--- src/design/overwriting_event_log_unit_macros.svh ---
// ----------------------------------------------------------------------------
// Event log assertion macros
// Concurrent assertion wrappers shared by the event log modules.
// ----------------------------------------------------------------------------
`ifndef OVERWRITING_EVENT_LOG_UNIT_MACROS_SVH
`define OVERWRITING_EVENT_LOG_UNIT_MACROS_SVH

`ifndef ASSERT_OFF

// plain property, checked out of reset
`define OEL_ASSERT(lbl, clk, rst_n, prop, msg) \
    lbl: assert property (@(posedge clk) disable iff (!rst_n) (prop)) else $error(msg);

// same-cycle implication, checked out of reset
`define OEL_ASSERT_IMPL(lbl, clk, rst_n, ante, cons, msg) \
    lbl: assert property (@(posedge clk) disable iff (!rst_n) (ante) |-> (cons)) \
        else $error(msg);

`else

`define OEL_ASSERT(lbl, clk, rst_n, prop, msg)
`define OEL_ASSERT_IMPL(lbl, clk, rst_n, ante, cons, msg)

`endif

`endif

--- src/design/oel_ram.sv ---
// ----------------------------------------------------------------------------
// Generic RAM
// One write port, one read port, registered read data.
// ----------------------------------------------------------------------------
module oel_ram #(
    parameter int WIDTH = 8,
    parameter int DEPTH = 32
) (
    input  logic                     aclk,
    input  logic                     we,
    input  logic [$clog2(DEPTH)-1:0] waddr,
    input  logic [WIDTH-1:0]         wdata,
    input  logic                     re,
    input  logic [$clog2(DEPTH)-1:0] raddr,
    output logic [WIDTH-1:0]         rdata
);

    logic [WIDTH-1:0] mem [DEPTH];

    always_ff @(posedge aclk) begin
        if (we) begin
            mem[waddr] <= wdata;
        end
        if (re) begin
            rdata <= mem[raddr];
        end
    end

endmodule

--- config.mk ---
export PLATFORM = sky130hd
export DESIGN_NAME = oel_ram
export DESIGN_NICKNAME = d
export VERILOG_FILES = /design/src/design/overwriting_event_log_unit_macros.svh /design/src/design/oel_ram.sv
export SDC_FILE = /design/constraint.sdc
export NUM_CORES = 1
export LEC_CHECK = 0
export ABC_AREA = 0
export BUFFER_PORTS_ARGS = -buffer_cell sky130_fd_sc_hd__buf_4
export CAP_MARGIN = 20
export CELL_PAD_IN_SITES_DETAIL_PLACEMENT = 1
export CELL_PAD_IN_SITES_GLOBAL_PLACEMENT = 1
export CORE_MARGIN = 8
export CORE_UTILIZATION = 60
export DETAILED_ROUTE_END_ITERATION = 10
export MAX_ROUTING_LAYER = met4
export PLACE_DENSITY = 0.92
export SLEW_MARGIN = 5
export SYNTH_ARGS = -nofsm -noshare
export SYNTH_HDL_FRONTEND = slang
export SYNTH_SLANG_ARGS = --single-unit
--- constraint.sdc ---
create_clock -name aclk -period 6.1 [get_ports aclk]
set_input_delay 0.915 -clock aclk [delete_from_list [all_inputs] [get_ports aclk]]
set_output_delay 0.915 -clock aclk [all_outputs]
set_load 0.02 [all_outputs]
==> impl_metrics.ini <==
[critical_path]
critPathSlowestCell = mux4_2
cp_max_fo = 34
crit_path_max_incr_delay_ps = 560
end_kind = flop
crit_chain = buf_4, buf_16, buf_4, mux4_2, mux4_2, mux2_2
cp_data_arrival_time_ps = 3300
worstSetupStartpointType = primary input
path_class = primary input to flop
worst-path-buf-inv = 3
path_delay_family = multiplexers
required_ps = 6360

[synthesis]
syn_nets = 438
synthAdderAreaFrac_pct = 0
synthSimpleGateAreaFrac_pct = 2.05
syn_inst = 417
synth_top_family_by_area = multiplexers
syn_area_um2 = 10100
ys.warnings.count = 0
ys_seq_area_share_pct = 78.2
synth_xor_area_share_pct = 0
synth_seq_cells = 264
synth_compound_area_share_pct = 0
synthDistinctLibCells = 14
synth.area.mux_share_pct = 18.7
syn_area_per_cell_um2 = 24.3

[timing]
fmax_mhz = 329
fin_crit_sh_pct = 49.8
tns_ps = 0
slew_violations = 0
worstMarginPinSlew_ps = 1100
relSlewSlack_pct = 26.4
finalSetupViolCount = 0
hold_violations = 0
finalClockSkew_ps = 14.9
fin_crit_ps = 3040
timing.final.ws_setup_ps = 3060
rsz0062_at_grt = false

[drt]
wl_per_cell_um = 35.4
drc = 0
postRouteAntennaNets = 0
drt_iter0_drc = 616
routed_via_density = 6.92
vias = 4787
drt_first_pass_iters = 4
drt_wl_total_mm = 24.5

[clock_tree]
clk_latency_ps = 520
cts_resized = 0
cts_root_buf = clkbuf_16
postCtsHoldBufs = 0
post_cts_buffers = 0
clockBufferDepth = 3
htreeDepth = 1
path_clk_slew_ps = 70
clock-sinks = 264
cts_tree = yes
numCtsBuffers = 25

[placed_design]
routabilityCongestion = 0.779
dp_slack_ps = 2250
dp_hpwl_mm = 14.4
io_buffer_count = 28

[floorplanning]
die_w_um = 146
start_util_pct = 61.3
num_rows = 47
dieArea_um2 = 21300
ios = 29
coreArea_um2 = 16500
chipHeight_um = 146

[finish]
multi_input_area_um2 = 2100
layout_commonest_cell = edfxtp_1
nNetsFinal = 475
final_cell_mix = edfxtp_1 (264), mux4_2 (80), nor2_1 (33)
drive_above_1_share_pct = 33.5
fillers = 1258
diodes = 0
syn_to_final_growth_pct = 11.6
seq_area_um2 = 7930

[pwr]
p_per_area_nw_per_um2 = 327
p_leak_nw = 3.50
peakVddDrop_mv = 0.214

[global_routing]
grt_pass1_wl_mm = 35.6
use_met1_pct = 34.0
grt_overflow = 0
gr-usage-met3_pct = 3.14
grt_pass1_vias = 4902
grt_max_degree = 65
met2_usage_pct = 37.0
antenna_found_initial = 0
track_usage_pct = 23.9
top_usage_layer = met2

[status]
status = finished clean

[hold_path]
hold_class = primary input to flop

[run]
maxCapViolCount = 0
==> sequential cells by signal, summed over array words and instances (netlist names) <==
name,flops
rdata,8
mem,256
==> kinds of logic after synthesis <==
group                  Yosys count
flip-flops                     264
multiplexers                    88
AND/OR/NAND/NOR                 45
buffers and inverters           20
==> per-stage QoR <==
| step | utilization [%] | hold slack [ps] | cell area [um^2] | power (mW) | cells |
|---|---|---|---|---|---|
| CTS | 68.3 | 712 | 11300 | 3.70 | 691 |
| detailed placement | 63.7 | 977 | 10500 | 2.27 | 646 |
| global placement | 63.7 | 958 | 10500 | 2.26 | 646 |
| finish | 68.4 | 721 | 11300 | 3.69 | 692 |
| global route | 68.4 | 713 | 11300 | 3.76 | 692 |
| floorplan | - | 941 | 10100 | 2.18 | 417 |
==> synth_stat cells, drive strengths merged <==
master / instances / area (um^2)
mux2: 8 / 90.1
edfxtp: 264 / 7930
nor2: 33 / 124
or3: 1 / 6.26
clkbuf: 6 / 22.5
or3b: 3 / 26.3
buf: 14 / 83.8
nand3b: 5 / 37.5
mux4: 80 / 1800
nand3: 2 / 10.0
nand2: 1 / 3.75
==> area by class of cell <==
class | instances | share of cell area (%)
Clock inverter | 17 | 1.07
Tap cell | 220 | 2.43
Multi-Input combinational cell | 133 | 18.6
Clock buffer | 28 | 5.63
Sequential cell | 264 | 70.1
Timing Repair Buffer | 30 | 2.17
==> metal layers <==
| layer | part of all wire, % | vias to the layer above |
|---|---|---|
| li1 | - | 1858 |
| met1 | 40 | 2560 |
| met2 | 50 | 346 |
| met3 | 9.5 | 23 |
| met4 | 1.3 | 0 |
| met5 | 0 | - |
==> where the power goes <==
group	switching, mW	internal (mW)
Clock	0.657	0.798
Sequential	0.0114	2.02
Combinational	0.116	0.0861
Total	0.785	2.91
==> worst paths after layout <==
kind                                      startpoint                  to  slack, ps  cells past startpoint
worst max-delay path                        raddr[0]  rdata[1]$_DFFE_PP_       3060                      6
worst min-delay path                              re  rdata[7]$_DFFE_PP_        720                      1
worst max register to register  mem[13][3]$_DFFE_PP_  rdata[3]$_DFFE_PP_       4070                      3
worst min register to register  mem[16][2]$_DFFE_PP_  rdata[2]$_DFFE_PP_       1020                      3
(Power assumes the default switching activity.)
