$ cat config.mk
export PLATFORM = sky130hd
export DESIGN_NAME = oel_back
export DESIGN_NICKNAME = d
export VERILOG_FILES = /design/src/design/oel_pkg.sv /design/src/design/oel_back.sv
export VERILOG_INCLUDE_DIRS = /design/src /design/src/design
export SDC_FILE = /design/constraint.sdc
export NUM_CORES = 1
export LEC_CHECK = 0
export ABC_AREA = 1
export CORE_UTILIZATION = 50
export CTS_CLUSTER_DIAMETER = 50
export CTS_CLUSTER_SIZE = 12
export DETAILED_ROUTE_END_ITERATION = 10
export DONT_BUFFER_PORTS = 1
export HOLD_SLACK_MARGIN = 0.15
export PLACE_DENSITY_LB_ADDON = 0.08
export SKIP_LAST_GASP = 1
export SLEW_MARGIN = 5
export SYNTH_ARGS = -nofsm -noshare
export SYNTH_HDL_FRONTEND = slang
export SYNTH_SLANG_ARGS = --single-unit
$ cat constraint.sdc
create_clock -name aclk -period 11.2 [get_ports aclk]
set_clock_uncertainty 0.05 [all_clocks]
set_input_delay 0.56 -clock aclk [delete_from_list [all_inputs] [get_ports aclk]]
set_output_delay 0.56 -clock aclk [all_outputs]
set_load 0.05 [all_outputs]
$ cat src/design/overwriting_event_log_unit_macros.svh
// ----------------------------------------------------------------------------
// Event log assertion macros
// Concurrent assertion wrappers shared by the event log modules.
// ----------------------------------------------------------------------------
`ifndef OVERWRITING_EVENT_LOG_UNIT_MACROS_SVH
`define OVERWRITING_EVENT_LOG_UNIT_MACROS_SVH

`ifndef ASSERT_OFF

// plain property, checked out of reset
`define OEL_ASSERT(lbl, clk, rst_n, prop, msg) \
    lbl: assert property (@(posedge clk) disable iff (!rst_n) (prop)) else $error(msg);

// same-cycle implication, checked out of reset
`define OEL_ASSERT_IMPL(lbl, clk, rst_n, ante, cons, msg) \
    lbl: assert property (@(posedge clk) disable iff (!rst_n) (ante) |-> (cons)) \
        else $error(msg);

`else

`define OEL_ASSERT(lbl, clk, rst_n, prop, msg)
`define OEL_ASSERT_IMPL(lbl, clk, rst_n, ante, cons, msg)

`endif

`endif

$ cat src/design/oel_pkg.sv
// ----------------------------------------------------------------------------
// Event log package
// Shared widths, command codes, item types and helpers of the event log.
// ----------------------------------------------------------------------------
package oel_pkg;

    localparam int CAPACITY_DEF = 32;

    localparam int CMD_W    = 2;
    localparam int STAMP_W  = 64;
    localparam int SEQ_W    = 32;
    localparam int CODE_W   = 8;
    localparam int LEVEL_W  = 3;
    localparam int DETAIL_W = 32;
    localparam int POS_W    = 8;
    localparam int OCC_W    = 6;
    localparam int CNT_W    = 32;

    // result queue between front and back
    localparam int Q_DEPTH  = 4;
    localparam int QP_W     = $clog2(Q_DEPTH);
    localparam int QC_W     = $clog2(Q_DEPTH + 1);

    localparam logic [CMD_W-1:0] CMD_PUSH     = 2'd0;
    localparam logic [CMD_W-1:0] CMD_READ     = 2'd1;
    localparam logic [CMD_W-1:0] CMD_SERVICE  = 2'd2;
    localparam logic [CMD_W-1:0] CMD_CFG_FAIL = 2'd3;

    localparam logic [CNT_W-1:0] CNT_MAX = '1;

    typedef struct packed {
        logic [STAMP_W-1:0]  stamp;
        logic [SEQ_W-1:0]    seq;
        logic [CODE_W-1:0]   code;
        logic [LEVEL_W-1:0]  level;
        logic [DETAIL_W-1:0] detail;
    } entry_t;

    typedef struct packed {
        logic               ok;
        logic               is_read;
        logic [OCC_W-1:0]   occupancy;
        logic [CNT_W-1:0]   drops;
        logic [OCC_W-1:0]   peak;
        logic [CNT_W-1:0]   service;
        logic [CNT_W-1:0]   cfg_fail;
    } ctrl_t;

    typedef struct packed {
        ctrl_t  ctrl;
        entry_t ent;
    } result_t;

    function automatic logic [CNT_W-1:0] sat_inc(input logic [CNT_W-1:0] v);
        return (v == CNT_MAX) ? v : v + CNT_W'(1);
    endfunction

endpackage

$ cat src/design/oel_back.sv
// ----------------------------------------------------------------------------
// Event log back end
// Joins RAM read data with command status and queues results for output.
// ----------------------------------------------------------------------------
`include "overwriting_event_log_unit_macros.svh"

module oel_back import oel_pkg::*; (
    input  logic                  aclk,
    input  logic                  aresetn,
    input  logic                  issue,
    input  ctrl_t                 issue_ctrl,
    input  entry_t                ram_rdata,
    output logic                  room,
    output logic                  m_valid,
    input  logic                  m_ready,
    output logic                  m_ok,
    output logic [STAMP_W-1:0]    m_out_stamp_us,
    output logic [SEQ_W-1:0]      m_out_sequence,
    output logic [CODE_W-1:0]     m_out_code,
    output logic [LEVEL_W-1:0]    m_out_level,
    output logic [DETAIL_W-1:0]   m_out_detail,
    output logic [OCC_W-1:0]      m_occupancy,
    output logic [CNT_W-1:0]      m_drops,
    output logic [OCC_W-1:0]      m_peak_occupancy,
    output logic [CNT_W-1:0]      m_service_total,
    output logic [CNT_W-1:0]      m_config_fail_total
);

    logic        stage_valid_reg;
    ctrl_t       stage_ctrl_reg;
    result_t     queue_reg [Q_DEPTH];
    logic [QP_W-1:0] head_reg, tail_reg;
    logic [QC_W-1:0] count_reg, count_next;
    logic [QC_W-1:0] pending;
    result_t     push_item;
    result_t     head_item;
    logic        push;
    logic        pop;

    // slots already spoken for: queued plus the one waiting on RAM data
    assign pending = count_reg + QC_W'(stage_valid_reg);
    assign room    = (pending < QC_W'(Q_DEPTH));

    assign push = stage_valid_reg;
    assign pop  = m_valid && m_ready;

    always_comb begin
        push_item.ctrl = stage_ctrl_reg;
        push_item.ent  = (stage_ctrl_reg.is_read && stage_ctrl_reg.ok) ? ram_rdata : '0;
    end

    always_comb begin
        count_next = count_reg;
        if (push && !pop) begin
            count_next = count_reg + QC_W'(1);
        end else if (pop && !push) begin
            count_next = count_reg - QC_W'(1);
        end
    end

    always_ff @(posedge aclk) begin
        if (!aresetn) begin
            stage_valid_reg <= 1'b0;
            head_reg        <= '0;
            tail_reg        <= '0;
            count_reg       <= '0;
        end else begin
            stage_valid_reg <= issue;
            count_reg       <= count_next;
            if (push) begin
                tail_reg <= tail_reg + QP_W'(1);
            end
            if (pop) begin
                head_reg <= head_reg + QP_W'(1);
            end
        end
    end

    always_ff @(posedge aclk) begin
        if (issue) begin
            stage_ctrl_reg <= issue_ctrl;
        end
        if (push) begin
            queue_reg[tail_reg] <= push_item;
        end
    end

    assign head_item = queue_reg[head_reg];

    assign m_valid             = (count_reg != '0);
    assign m_ok                = head_item.ctrl.ok;
    assign m_out_stamp_us      = head_item.ent.stamp;
    assign m_out_sequence      = head_item.ent.seq;
    assign m_out_code          = head_item.ent.code;
    assign m_out_level         = head_item.ent.level;
    assign m_out_detail        = head_item.ent.detail;
    assign m_occupancy         = head_item.ctrl.occupancy;
    assign m_drops             = head_item.ctrl.drops;
    assign m_peak_occupancy    = head_item.ctrl.peak;
    assign m_service_total     = head_item.ctrl.service;
    assign m_config_fail_total = head_item.ctrl.cfg_fail;

    `OEL_ASSERT(a_count_bound, aclk, aresetn, count_reg <= QC_W'(Q_DEPTH), "result queue overfilled")
    `OEL_ASSERT_IMPL(a_no_push_full, aclk, aresetn, push && count_reg == QC_W'(Q_DEPTH), pop, "push into full result queue")
    `OEL_ASSERT_IMPL(a_fail_zeroed, aclk, aresetn, m_valid && !m_ok, m_out_sequence == '0 && m_out_stamp_us == '0, "failed read carries entry data")

endmodule

==> flow_metrics.env <==
export IMPL_cts_tree="yes"
export IMPL_die_x_um=290
export IMPL_wl_met3_mm=6.57
export IMPL_area_growth_pct=17.5
export IMPL_pre_cts_slack_ps=6880
export IMPL_worstSetupPathType="flip-flop to output pin"
export IMPL_dpl_cell_area_sq_um=42600
export IMPL_hold_ws_ps=214
export IMPL_synthAdderAreaFrac=0.00199
export IMPL_grt_pass1_wl_mm=148
export IMPL_final_instance_count_excl_fill=4289
export IMPL_dieArea_sq_um=84200
export IMPL_synth_compound_area_frac=0.0984
export IMPL_grt_max_degree=243
export IMPL_place_hpwl_mm=53.5
export IMPL_cts_root_buf="clkbuf_16"
export IMPL_ctsHtreeMaxLevel=3
export IMPL_antenna_found_initial=10
export IMPL_m1WireLength_mm=38.9
export IMPL_leakagePower_nw=16.8
export IMPL_utilization=0.594
export IMPL_routedWlPerCell_um=23.1
export IMPL_path_max_fanout=117
export IMPL_end_kind="output pin"
export IMPL_synth_ff_latch_count=1112
export IMPL_finalHoldViolCount=0
export IMPL_synth_nets=3127
export IMPL_regArea_sq_um=33300
export IMPL_synth_area_per_cell_sq_um=14.5
export IMPL_cts_made_buffers=116
export IMPL_peakVddDrop_mv=0.159
export IMPL_max_freq_ghz=0.196
export IMPL_synth_top_area_cell="edfxtp_1"
export IMPL_synth_distinct_cells=22
export IMPL_crit_arrival_ps=4480
export IMPL_period_share=0.455
export IMPL_fp_dieH_um=290
export IMPL_via_count=24200
export IMPL_start_util=0.505
export IMPL_gp_congestion=0.851
export IMPL_dp_cells=3841
export IMPL_grt_pass1_vias=24000
export IMPL_maxSlewViolCount=0
export IMPL_crit_required_ps=10590
export IMPL_path_clk_slew_ps=60
export IMPL_status="complete, no violations"
export IMPL_path_delay_family="buffers and inverters"
export IMPL_portBuffers=0
export IMPL_grt_use_total=0.231
export IMPL_period_minus_slack_ps=5090
export IMPL_rsz0062_at_grt="false"
export IMPL_clk_path_buf_depth=3
export IMPL_yosys_top_cells_area="edfxtp_1 (80%), nor2_1 (5.8%), o22ai_1 (3.7%)"
export IMPL_drive_gt1_frac=0.0753
export IMPL_total_power_mw=10.9
export IMPL_fin_setup_tns_ps=0
export IMPL_yosys_area_share_xor_xnor=0.000211
export IMPL_core_area_sq_um=82100
export IMPL_rows=105
export IMPL_gr_total_overflow=0
export IMPL_io_pins=503
export IMPL_ant_nets=0
export IMPL_via_per_inst=5.65
export IMPL_layout_setup_ws_ps=6110
export IMPL_netlist_instances=2868
export IMPL_post_cts_buffers=0
export IMPL_synth_top_family_by_area="compound AO/OA/AOI/OAI gates"
export IMPL_multiInputGateArea_sq_um=6670
export IMPL_yosys_area_share_simple=0.0599
export IMPL_finalNetCount=3399
export IMPL_drc_errors=0
export IMPL_final_cell_area_sq_um=48800
export IMPL_wl_met2_mm=50.0
export IMPL_path_cells="buf_4, buf_4, o21ai_0, o22ai_1"
export IMPL_max_stage_delay_ps=1050
export IMPL_setup_violations=0
export IMPL_drt_first_pass_iters=5
export IMPL_largest_reg_flops=992
export IMPL_muxShareOfSynthArea=0
export IMPL_yosys_area_top_type_share=0.797
export IMPL_nFillCells=6239
export IMPL_drv_cap=0
export IMPL_slew_headroom=0.118
export IMPL_worst_pin_slew_ps=1340
export IMPL_synth_area_sq_um=41500
export IMPL_cts_sinks=1112
export IMPL_cp_common_cell="buf_4"
export IMPL_drt_iter0_markers=1696
export IMPL_ys_seq_area_frac=0.802
export IMPL_wirelength_mm=99.0
export IMPL_power_density_nw_per_um2=223
export IMPL_cp_slowest_cell="o22ai_1"
export IMPL_cp_start_kind="flip-flop"
export IMPL_clk_latency_ps=680
export IMPL_routed_top_layer="met5"
export IMPL_crit_buf_inv=2
export IMPL_yosysWarnings=0
export IMPL_worstHoldPathType="input pin to flip-flop"
==> report_power, final <==
part / leakage [nW] / internal, mW / switching (mW)
logic: 4.71 / 0.417 / 1.95
clock network: 1.75 / 2.16 / 1.52
registers: 10.3 / 4.73 / 0.0738
total: 16.8 / 7.30 / 3.55
==> cell type report <==
type | count | share of cell area
Tap cell | 1070 | 0.0274
Clock buffer | 140 | 0.0618
Inverter | 156 | 0.0131
Antenna cell | 7 | 0.000359
Sequential cell | 1112 | 0.683
Multi-Input combinational cell | 1422 | 0.137
Timing Repair Buffer | 332 | 0.0651
Clock inverter | 50 | 0.0127
==> worst paths after layout <==
kind	from	end	depth (start not counted)	slack, ps
max	flip-flop	m_out_stamp_us[48]	4	6110
max reg2reg	tail_reg[0]	queue_reg[0][90]	6	7680
min reg2reg	push_item[155]	queue_reg[2][155]	0	430
min	ram_rdata[52]	queue_reg[1][52]	2	210
==> worst register-to-register path, cell delays in order (launching register included) <==
cell     delay, ps
dfxtp_1        330
inv_1          130
ha_1           170
nand2_1        130
inv_8          440
buf_4          950
buf_4          890
==> Yosys cell counts, drive strengths merged <==
| cell | n |
|---|---|
| dfxtp | 10 |
| clkbuf | 37 |
| o21ai | 500 |
| nand2 | 17 |
| buf | 141 |
| xor2 | 1 |
| ha | 5 |
| a21oi | 6 |
| edfxtp | 1102 |
| nor2 | 640 |
| fa | 1 |
| o22ai | 248 |
| inv | 156 |
| nand3 | 4 |
==> routing by layer <==
| metal | global-route usage | up-vias |
|---|---|---|
| li1 | - | 11100 |
| met1 | 0.291 | 12200 |
| met2 | 0.389 | 767 |
| met3 | 0.0541 | 177 |
| met4 | 0.0859 | 10 |
| met5 | 0 | - |
==> cells in the final DEF (no fill, tap or decap), types with 7 or more instances in the layout <==
cell type / netlist / layout
inv_1: 154 / 150
clkinv_1: 0 / 16
clkbuf_1: 25 / 23
bufinv_16: 0 / 11
nand2_1: 17 / 16
o22ai_1: 248 / 248
dlygate4sd3_1: 0 / 250
nor2_1: 640 / 640
clkbuf_16: 0 / 117
o21ai_1: 195 / 195
edfxtp_1: 1102 / 1102
dfxtp_1: 10 / 8
clkinv_2: 0 / 8
buf_4: 16 / 78
diode_2: 0 / 7
o21ai_0: 305 / 305
==> cell families after synthesis <==
| logic type | after synthesis |
|---|---|
| DFF | 1112 |
| AOI/OAI and AO/OA | 754 |
| and+or+nand+nor | 661 |
| buffers and inverters | 334 |
| adders and majority gates | 6 |
| xor gates and xnor gates | 1 |
==> repair_timing <==
action	CTS	global route
setup endpoints to repair	0	0
endpoints found under the hold margin	778	0
gates resized for setup	0	0
hold buffers	251	0
(Power assumes the default switching activity.)
