<file path="src/design/overwriting_event_log_unit_macros.svh">
// ----------------------------------------------------------------------------
// Event log assertion macros
// Concurrent assertion wrappers shared by the event log modules.
// ----------------------------------------------------------------------------
`ifndef OVERWRITING_EVENT_LOG_UNIT_MACROS_SVH
`define OVERWRITING_EVENT_LOG_UNIT_MACROS_SVH

`ifndef ASSERT_OFF

// plain property, checked out of reset
`define OEL_ASSERT(lbl, clk, rst_n, prop, msg) \
    lbl: assert property (@(posedge clk) disable iff (!rst_n) (prop)) else $error(msg);

// same-cycle implication, checked out of reset
`define OEL_ASSERT_IMPL(lbl, clk, rst_n, ante, cons, msg) \
    lbl: assert property (@(posedge clk) disable iff (!rst_n) (ante) |-> (cons)) \
        else $error(msg);

`else

`define OEL_ASSERT(lbl, clk, rst_n, prop, msg)
`define OEL_ASSERT_IMPL(lbl, clk, rst_n, ante, cons, msg)

`endif

`endif

</file>
<file path="src/design/oel_pkg.sv">
// ----------------------------------------------------------------------------
// Event log package
// Shared widths, command codes, item types and helpers of the event log.
// ----------------------------------------------------------------------------
package oel_pkg;

    localparam int CAPACITY_DEF = 32;

    localparam int CMD_W    = 2;
    localparam int STAMP_W  = 64;
    localparam int SEQ_W    = 32;
    localparam int CODE_W   = 8;
    localparam int LEVEL_W  = 3;
    localparam int DETAIL_W = 32;
    localparam int POS_W    = 8;
    localparam int OCC_W    = 6;
    localparam int CNT_W    = 32;

    // result queue between front and back
    localparam int Q_DEPTH  = 4;
    localparam int QP_W     = $clog2(Q_DEPTH);
    localparam int QC_W     = $clog2(Q_DEPTH + 1);

    localparam logic [CMD_W-1:0] CMD_PUSH     = 2'd0;
    localparam logic [CMD_W-1:0] CMD_READ     = 2'd1;
    localparam logic [CMD_W-1:0] CMD_SERVICE  = 2'd2;
    localparam logic [CMD_W-1:0] CMD_CFG_FAIL = 2'd3;

    localparam logic [CNT_W-1:0] CNT_MAX = '1;

    typedef struct packed {
        logic [STAMP_W-1:0]  stamp;
        logic [SEQ_W-1:0]    seq;
        logic [CODE_W-1:0]   code;
        logic [LEVEL_W-1:0]  level;
        logic [DETAIL_W-1:0] detail;
    } entry_t;

    typedef struct packed {
        logic               ok;
        logic               is_read;
        logic [OCC_W-1:0]   occupancy;
        logic [CNT_W-1:0]   drops;
        logic [OCC_W-1:0]   peak;
        logic [CNT_W-1:0]   service;
        logic [CNT_W-1:0]   cfg_fail;
    } ctrl_t;

    typedef struct packed {
        ctrl_t  ctrl;
        entry_t ent;
    } result_t;

    function automatic logic [CNT_W-1:0] sat_inc(input logic [CNT_W-1:0] v);
        return (v == CNT_MAX) ? v : v + CNT_W'(1);
    endfunction

endpackage

</file>
<file path="src/design/oel_front.sv">
// ----------------------------------------------------------------------------
// Event log front end
// Accepts commands, keeps ring pointers and counters, drives the entry RAM.
// ----------------------------------------------------------------------------
`include "overwriting_event_log_unit_macros.svh"

module oel_front import oel_pkg::*; #(
    parameter int CAPACITY = CAPACITY_DEF
) (
    input  logic                          aclk,
    input  logic                          aresetn,
    input  logic                          s_valid,
    output logic                          s_ready,
    input  logic [CMD_W-1:0]              s_command,
    input  logic [STAMP_W-1:0]            s_stamp_us,
    input  logic [CODE_W-1:0]             s_event_code,
    input  logic [LEVEL_W-1:0]            s_event_level,
    input  logic [DETAIL_W-1:0]           s_event_detail,
    input  logic [POS_W-1:0]              s_read_position,
    input  logic                          room,
    output logic                          issue,
    output ctrl_t                         issue_ctrl,
    output logic                          ram_we,
    output logic [$clog2(CAPACITY)-1:0]   ram_waddr,
    output entry_t                        ram_wdata,
    output logic [$clog2(CAPACITY)-1:0]   ram_raddr
);

    localparam int AW = $clog2(CAPACITY);
    localparam int FW = $clog2(CAPACITY + 1);
    localparam int PW = (FW > POS_W) ? FW : POS_W;

    logic [AW-1:0]    oldest_reg, oldest_next;
    logic [FW-1:0]    fill_reg, fill_next;
    logic [SEQ_W-1:0] seq_reg, seq_next;
    logic [CNT_W-1:0] drops_reg, drops_next;
    logic [FW-1:0]    peak_reg, peak_next;
    logic [CNT_W-1:0] svc_reg, svc_next;
    logic [CNT_W-1:0] cfail_reg, cfail_next;

    logic [PW-1:0] pos_ext;
    logic [PW-1:0] fill_ext;
    logic          acc;
    logic          ok;
    logic          is_read;

    // (a + b) mod CAPACITY, both operands below CAPACITY
    function automatic logic [AW-1:0] wrap(input logic [AW-1:0] a, input logic [AW-1:0] b);
        logic [AW:0] s;
        s = {1'b0, a} + {1'b0, b};
        if (s >= (AW+1)'(CAPACITY)) begin
            s = s - (AW+1)'(CAPACITY);
        end
        return s[AW-1:0];
    endfunction

    assign s_ready  = room;
    assign acc      = s_valid && s_ready;
    assign pos_ext  = PW'(s_read_position);
    assign fill_ext = PW'(fill_reg);

    always_comb begin
        oldest_next = oldest_reg;
        fill_next   = fill_reg;
        seq_next    = seq_reg;
        drops_next  = drops_reg;
        peak_next   = peak_reg;
        svc_next    = svc_reg;
        cfail_next  = cfail_reg;
        ram_we      = 1'b0;
        ram_waddr   = oldest_reg;
        ok          = 1'b1;
        is_read     = 1'b0;
        if (acc) begin
            unique case (s_command)
                CMD_PUSH: begin
                    ram_we = 1'b1;
                    if (fill_reg < FW'(CAPACITY)) begin
                        ram_waddr = wrap(oldest_reg, AW'(fill_reg));
                        fill_next = fill_reg + FW'(1);
                    end else begin
                        // full: overwrite oldest
                        ram_waddr   = oldest_reg;
                        oldest_next = wrap(oldest_reg, AW'(1));
                        drops_next  = sat_inc(drops_reg);
                    end
                    seq_next = (seq_reg == '1) ? SEQ_W'(1) : seq_reg + SEQ_W'(1);
                    if (peak_reg < fill_next) begin
                        peak_next = fill_next;
                    end
                end
                CMD_READ: begin
                    is_read = 1'b1;
                    ok      = (pos_ext < fill_ext);
                end
                CMD_SERVICE: begin
                    svc_next = sat_inc(svc_reg);
                end
                CMD_CFG_FAIL: begin
                    cfail_next = sat_inc(cfail_reg);
                end
            endcase
        end
    end

    // pos only matters when below fill, so it fits the slot width then
    assign ram_raddr = wrap(oldest_reg, AW'(pos_ext));

    assign ram_wdata = '{stamp:  s_stamp_us,
                         seq:    seq_reg,
                         code:   s_event_code,
                         level:  s_event_level,
                         detail: s_event_detail};

    assign issue = acc;
    assign issue_ctrl = '{ok:        ok,
                          is_read:   is_read,
                          occupancy: OCC_W'(fill_next),
                          drops:     drops_next,
                          peak:      OCC_W'(peak_next),
                          service:   svc_next,
                          cfg_fail:  cfail_next};

    always_ff @(posedge aclk) begin
        if (!aresetn) begin
            oldest_reg <= '0;
            fill_reg   <= '0;
            seq_reg    <= SEQ_W'(1);
            drops_reg  <= '0;
            peak_reg   <= '0;
            svc_reg    <= '0;
            cfail_reg  <= '0;
        end else begin
            oldest_reg <= oldest_next;
            fill_reg   <= fill_next;
            seq_reg    <= seq_next;
            drops_reg  <= drops_next;
            peak_reg   <= peak_next;
            svc_reg    <= svc_next;
            cfail_reg  <= cfail_next;
        end
    end

    `OEL_ASSERT(a_fill_bound, aclk, aresetn, fill_reg <= FW'(CAPACITY), "fill above capacity")
    `OEL_ASSERT(a_peak_ge_fill, aclk, aresetn, peak_reg >= fill_reg, "peak below current fill")
    `OEL_ASSERT(a_seq_nonzero, aclk, aresetn, seq_reg != '0, "sequence number reached zero")
    `OEL_ASSERT_IMPL(a_oldest_still, aclk, aresetn, fill_reg != FW'(CAPACITY), oldest_next == oldest_reg, "oldest moved before log was full")

endmodule

</file>
<file path="config.mk">
export PLATFORM = sky130hd
export DESIGN_NAME = oel_front
export DESIGN_NICKNAME = d
export VERILOG_FILES = /design/src/design/oel_pkg.sv /design/src/design/oel_front.sv
export VERILOG_INCLUDE_DIRS = /design/src /design/src/design
export SDC_FILE = /design/constraint.sdc
export NUM_CORES = 1
export LEC_CHECK = 0
export ABC_AREA = 1
export BUFFER_PORTS_ARGS = -buffer_cell sky130_fd_sc_hd__buf_2
export CORE_UTILIZATION = 44
export DETAILED_ROUTE_END_ITERATION = 6
export PLACE_DENSITY = 0.73
export SLEW_MARGIN = 10
export SYNTH_ARGS = -nofsm -noshare
export SYNTH_HDL_FRONTEND = slang
export SYNTH_SLANG_ARGS = --single-unit
</file>
<file path="constraint.sdc">
create_clock -name aclk -period 4.2 [get_ports aclk]
set_input_delay 0.63 -clock aclk [delete_from_list [all_inputs] [get_ports aclk]]
set_output_delay 0.63 -clock aclk [all_outputs]
set_load 0.01 [all_outputs]
</file>
==> results by group, run 1 <==
Logic synthesis
  – Largest family of logic cells by synthesized area: simple AND/OR/NAND/NOR gates
  – Yosys reg bits: 145
  – Top cells by area, synth: dfxtp_1, nand2_1, buf_4
  – Xor and xnor area share after synthesis: 3.29%
  – Simple-gate area share of the yosys netlist: 38.2%
  – Seq/Total Area, Yosys: 29.4%
  – Syn Area/Cell: 6.41 sq um
  – Yosys top cell by area: dfxtp_1
  – Async set-or-reset flop fraction in the synthesized netlist: 0%
  – Ys flop type: dfxtp_1
  – Post-synthesis mux area share: 0%
  – Synth unique cells: 48
  – Synth top area share: 29.4%
  – Post-Syn Area: 0.00986 sq mm
  – Syn Inst Count: 1538
  – Post-synthesis adder-cell area fraction: 3.45%
  – Syn nets: 1685
  – Syn. warnings: 0
  – Post-synth EDFFs: 0
  – Post-synthesis compound-gate area fraction: 7.53%

Place
  – HPWL after detailed placement: 21700 microns
  – Cells after DPL: 1851
  – Pre-CTS setup slack: 1150 ps
  – Gp weighted congestion: 0.920
  – Port buffer count: 168
  – Dpl cell area: 0.0101 sq mm

Layout
  – Layout Utilization: 49.0%
  – Area grow syn2layout: 8.75%
  – Ant diodes: 0
  – Final Non-Filler Cells: 1883
  – Final #Nets: 1737
  – Fillers: 2247
  – Layout cell share with drive strength beyond 1: 15.7%
  – Design area: 0.0107 sq mm
  – Register Area: 0.00290 sq mm
  – Multi-input logic area: 0.00518 sq mm

Drt
  – Via count: 9654
  – Avg WL per Cell: 14.8 microns
  – TritonRoute pass-1 iters: 7
  – Routed WL: 27800 microns
  – Initial drt markers: 480
  – Drt drc: 0
  – Post-route ant nets: 0
  – Post-DR vias/cell: 5.13

Worst setup path
  – Crit path DAT: 2930 ps
  – CP max-delay cell: nand3_1
  – Crit path buf inv count: 2
  – R2R setup slack: 1690 ps
  – Worst path required time: 3570 ps
  – Crit Reg-Reg Startpoint: svc_reg[0]$_SDFF_PN0_
  – CP Class: register to output port
  – CP Launch Type: register
  – Crit path max-delay family: simple AND/OR/NAND/NOR gates
  – Cell Chain, Critical Path: ha_1, nand3_1, nor2_1, nand2_1, nor2_1, nand3_1, nand2_1, xor2_1, inv_1, buf_2
  – Reg2Reg Depth: 9
  – Largest stage delay, worst path: 640 ps
  – Reg-to-Reg End: svc_reg[6]$_SDFF_PN0_
  – Crit end category: output port
  – Crit path max fanout: 22

STA
  – # setup viols final: 0
  – Final hold violations: 0
  – Setup ws final: 638 ps
  – Max Slew Vio Count: 0
  – Maximum clock rate: 281 MHz
  – Minimum clock period: 3560 ps
  – Normalized max-slew margin: 42.7%
  – RSZ-0062 raised after global routing: false
  – WHS: 493 ps
  – Tcrit/Tclk final: 84.8%
  – Clock Skews: 13.8 ps
  – Worst Tran Pin Value: 858 ps
  – Setup TNS: 0 ps

Clock tree
  – Clock tree buffer depth: 2
  – Worst-skew pair later-pin latency: 420 ps
  – CTS Buf Count: 17
  – H-tree Lvls: 4
  – Root buffer cell: clkbuf_16
  – Post-CTS Setup Bufs: 0
  – Clock transition at path regs: 70 ps
  – Post-cts resize count: 0
  – CTS tree: built
  – Clock tree sinks: 145
  – Hold Buf Count CTS: 0

Worst hold path
  – Min-delay worst type: register to register
  – HP Start: fill_reg[4]$_SDFF_PN0_
  – Worst Hold Depth: 2
  – Worst-case hold path end point: fill_reg[4]$_SDFF_PN0_

Global routing
  – First-pass GRT wire length: 42500 microns
  – Initial antenna violation count: 0
  – Largest net degree at the start of global routing: 51
  – Grt ovf: 0
  – Vias in the first global route: 8598
  – All-Layer GR Usage: 23.8%

Floorplan
  – Rows: 54
  – Initial Util: 45.0%
  – Core Area: 0.0219 sq mm
  – Die Span X: 152 microns
  – Die extent in y: 152 microns
  – Die area: 0.0230 sq mm
  – I/O pin cnt: 383

Status
  – Outcome: finished clean

Flow run
  – Max_cap viols: 0

Power
  – PD cells: 288 mW/mm^2
  – Maximum vdd ir drop: 0.000195 V
  – Total Power: 3.09 mW
  – Lkg Pwr: 5.14 nW
-- report_power, final --
part | leakage (nW) | switching, mW | internal [mW]
clock network | 0.296 | 0.731 | 0.860
logic | 3.68 | 0.0838 | 0.0343
registers | 1.17 | 0.00419 | 1.38
total | 5.14 | 0.819 | 2.27
-- final cells by class --
type | instances | share of cell area [%]
Clock buffer | 17 | 3.97
Sequential cell | 145 | 27.1
Tap cell | 280 | 3.27
Multi-Input combinational cell | 1039 | 48.3
Timing Repair Buffer | 172 | 8.12
Clock inverter | 15 | 1.72
Inverter | 215 | 7.55
-- synth_stat cells (4+ instances only) --
master	instances
nand2_1	382
xor2_1	27
clkbuf_1	13
inv_2	5
nand2_2	6
buf_2	7
nor2_2	13
xnor2_1	10
nand3b_1	20
ha_1	24
o21bai_1	5
and2_1	13
o21ai_0	43
nand4_1	60
nor2_1	176
or2_2	7
nor3_2	4
a21oi_1	79
nor3_1	37
nand3_1	98
buf_4	115
inv_1	209
dfxtp_1	145
-- cells by family (layout without fill, tap and decap cells) --
kind of cell	Yosys count	after routing
XOR/XNOR	37	37
adder cells (fa/ha/maj)	26	26
flip-flops	145	145
AO/OA/AOI/OAI	139	139
AND/OR/NAND/NOR	837	837
buffers and inverters	354	419
-- worst reg2reg max path: stages (launching register included) --
cell and delay (ps):
dfxtp_1 370, ha_1 230, nand3_1 110, nor2_1 210, nand2_1 90, nor2_1 150, nand3_1 640, nand2_1 330
xor2_1 210, nor2_1 50
-- routing by layer --
layer	track usage (%)	wire length (microns)
met1	28.5	11700
met2	40.8	13200
met3	5.81	1980
met4	8.76	801
met5	0.909	34
-- cell usage in the layout (no fill, tap or decap), drive strengths merged --
cell type	count
dfxtp	145
bufinv	1
a31oi	2
ha	24
a211oi	3
o22ai	1
nor4	3
a41oi	1
nand2	391
a22o	1
clkinv	5
xnor2	10
and2	13
nor2	192
nor2b	1
nand3b	20
buf	172
xor2	27
clkinvlp	1
and3	3
o21ai	45
nand3	100
or2	10
inv	223
fa	2
nor3	42
clkbuf	17
o21bai	5
nor3b	2
a21o	1
a21oi	80
nand4	60
-- worst max-delay path by stage --
stage / start / endpoint / slack [ps] / cells past startpoint
floorplan: fill_reg[5]$_SDFF_PN0_ / issue_ctrl[65] / 1680 / 15
global placement: fill_reg[5]$_SDFF_PN0_ / issue_ctrl[65] / 1170 / 16
detailed placement: svc_reg[0]$_SDFF_PN0_ / issue_ctrl[38] / 1150 / 10
CTS: svc_reg[0]$_SDFF_PN0_ / issue_ctrl[38] / 650 / 10
global route: fill_reg[5]$_SDFF_PN0_ / issue_ctrl[68] / 370 / 14
finish: svc_reg[0]$_SDFF_PN0_ / issue_ctrl[38] / 640 / 10
Power figures use the tool's default switching activity.
==> run 2, diff against run 1 <==
Clock period 4.2 ns to 3.4 ns, I/O delays scaled along.
==> results by group, run 2 (synthesized netlist as in run 1, its figures left out) <==
Status
  – Outcome: finished clean

Layout
  – Most common cell after layout, fill and taps aside: nand2_1
  – Fillers: 2293
  – Final #Nets: 1743
  – Layout cell share with drive strength beyond 1: 16.3%
  – Area grow syn2layout: 9.20%
  – Most frequent cells in the layout: nand2_1, inv_1, nor2_1

Worst setup path
  – CP Launch Type: register
  – Reg2Reg Depth: 10
  – Reg-to-Reg End: svc_reg[6]$_SDFF_PN0_
  – Crit path to: issue_ctrl[65]
  – Worst path required time: 2890 ps
  – CP Launch Point: fill_reg[5]$_SDFF_PN0_
  – Crit Reg-Reg Startpoint: svc_reg[0]$_SDFF_PN0_
  – Crit path max fanout: 7
  – CP Class: register to output port
  – R2R setup slack: 1230 ps
  – Crit end category: output port
  – Crit path DAT: 2600 ps

STA
  – Minimum clock period: 3110 ps
  – RSZ-0062 raised after global routing: false
  – Clock Skews: 9.99 ps
  – Tcrit/Tclk final: 91.5%
  – Normalized max-slew margin: 58.3%
  – # setup viols final: 0
  – Final hold violations: 0
  – Maximum clock rate: 321 MHz
  – Max Slew Vio Count: 0
  – Worst Tran Pin Value: 626 ps
  – Setup TNS: 0 ps

Flow run
  – Max_cap viols: 0

Floorplan
  – Die Span X: 152 microns
  – Die area: 0.0230 sq mm
  – Initial Util: 45.0%
  – Die extent in y: 152 microns
  – Rows: 54
  – Core Area: 0.0219 sq mm
  – I/O pin cnt: 383

Clock tree
  – Hold Buf Count CTS: 0
  – Worst-skew pair later-pin latency: 420 ps
  – Clock transition at path regs: 60 ps
  – CTS Buf Count: 17
  – Clock tree buffer depth: 2
  – Clock tree sinks: 145
  – CTS tree: built
  – H-tree Lvls: 4
  – Root buffer cell: clkbuf_16

Power
  – Total Power: 3.78 mW
  – Sw Share: 25.9%
  – Int Pwr: 2.80 mW
  – Sequential Power Share: 45.3%
  – Maximum vdd ir drop: 0.000331 V
  – Comb pwr share: 4.0%
  – Share of total power in the clock network: 50.7%
  – PD cells: 351 mW/mm^2
  – Lkg Pwr: 5.17 nW
  – P_sw: 0.978 mW

Place
  – Port buffer count: 168
  – Gp weighted congestion: 0.911
  – HPWL after detailed placement: 21800 microns

Global routing
  – Largest net degree at the start of global routing: 39
  – Initial antenna violation count: 1
  – All-Layer GR Usage: 23.6%
  – Vias in the first global route: 8490
  – First-pass GRT wire length: 42400 microns
  – Grt ovf: 0

Drt
  – Routed WL: 27700 microns
  – Avg WL per Cell: 14.7 microns
  – TritonRoute pass-1 iters: 5
  – Post-route ant nets: 0
  – Drt drc: 0
  – Via count: 9596
  – Post-DR vias/cell: 5.08
  – Initial drt markers: 559

Worst hold path
  – Worst Hold Depth: 2
  – Min-delay worst type: register to register
-- run 2: cell count changes in the layout (fill, tap and decap cells not counted), moves of 2 or more --
cell	change
buf_4	+6
nand2_1	-2
clkinv_4	+4
nand2_2	+2
inv_6	-2
-- run 2: how the worst min path moves through the flow --
stage                                to  slack, ps                      from
6_report         fill_reg[4]$_SDFF_PN0_        490    fill_reg[4]$_SDFF_PN0_
4_1_cts          fill_reg[4]$_SDFF_PN0_        490    fill_reg[4]$_SDFF_PN0_
5_1_grt        drops_reg[31]$_SDFF_PN0_        520  drops_reg[31]$_SDFF_PN0_
2_1_floorplan    fill_reg[4]$_SDFF_PN0_        470    fill_reg[4]$_SDFF_PN0_
3_5_place_dp     fill_reg[4]$_SDFF_PN0_        480    fill_reg[4]$_SDFF_PN0_
3_3_place_gp     fill_reg[4]$_SDFF_PN0_        480    fill_reg[4]$_SDFF_PN0_
-- run 2: worst max-delay path: stages (launching register included) --
cell and delay (ps):
dfxtp_1 390, inv_2 140, nand2_1 110, nor2_1 160
xor2_1 210, inv_1 90, ha_1 300, nand2_1 70
inv_1 40, nand2_1 50, nand2_1 60, nand2_2 130
nand2_2 110, nand2_1 90, nand2_1 70, inv_1 50
buf_2 110
-- run 2: layout make-up --
class                      instances  area (sq um)  area share (%)
multi-input combinational       1039          5190            48.2
clock buffer                      17           425            3.95
clock inverter                    15           171            1.59
sequential                       145          2900            27.0
inverter                         215           810            7.52
timing repair buffer             178           916            8.51
antenna                            1          2.50          0.0232
tap                              280           350            3.25
-- run 2: what timing repair did --
item | 4_1_cts | 5_1_grt
resized for setup | 0 | 4
setup buffers | 0 | 0
endpoints found under the setup margin | 0 | 8
-- run 2: power groups by stage --
| stage | Sequential (mW) | Clock [mW] | Combinational [mW] |
|---|---|---|---|
| detailed placement | 1.75 | 0 | 0.151 |
| global route | 1.71 | 2.04 | 0.169 |
| CTS | 1.71 | 1.98 | 0.152 |
| global placement | 1.75 | 0 | 0.149 |
| finish | 1.71 | 1.92 | 0.151 |
| floorplan | 1.75 | 0 | 0.223 |
-- run 2: stage by stage --
stage | worst slack (ps) | hold WS [ps] | utilization [%] | instances | area (sq um)
after floorplan | 1000 | 467 | - | 1538 | 9860
after global placement | 644 | 479 | 46.4 | 1857 | 10200
after detailed placement | 564 | 482 | 46.4 | 1857 | 10200
after CTS | 88.6 | 494 | 49.1 | 1889 | 10800
after global routing | 12.3 | 523 | 49.2 | 1890 | 10800
final | 288 | 493 | 49.2 | 1890 | 10800
-- run 2: metal layers --
| metal | wire length (microns) | track usage [%] | vias to the layer above |
|---|---|---|---|
| met1 | 11800 | 28.4 | 4318 |
| li1 | - | - | 4918 |
| met4 | 639 | 8.07 | 2 |
| met2 | 13500 | 41.1 | 308 |
| met3 | 1740 | 5.24 | 50 |
| met5 | 34 | 0.909 | - |
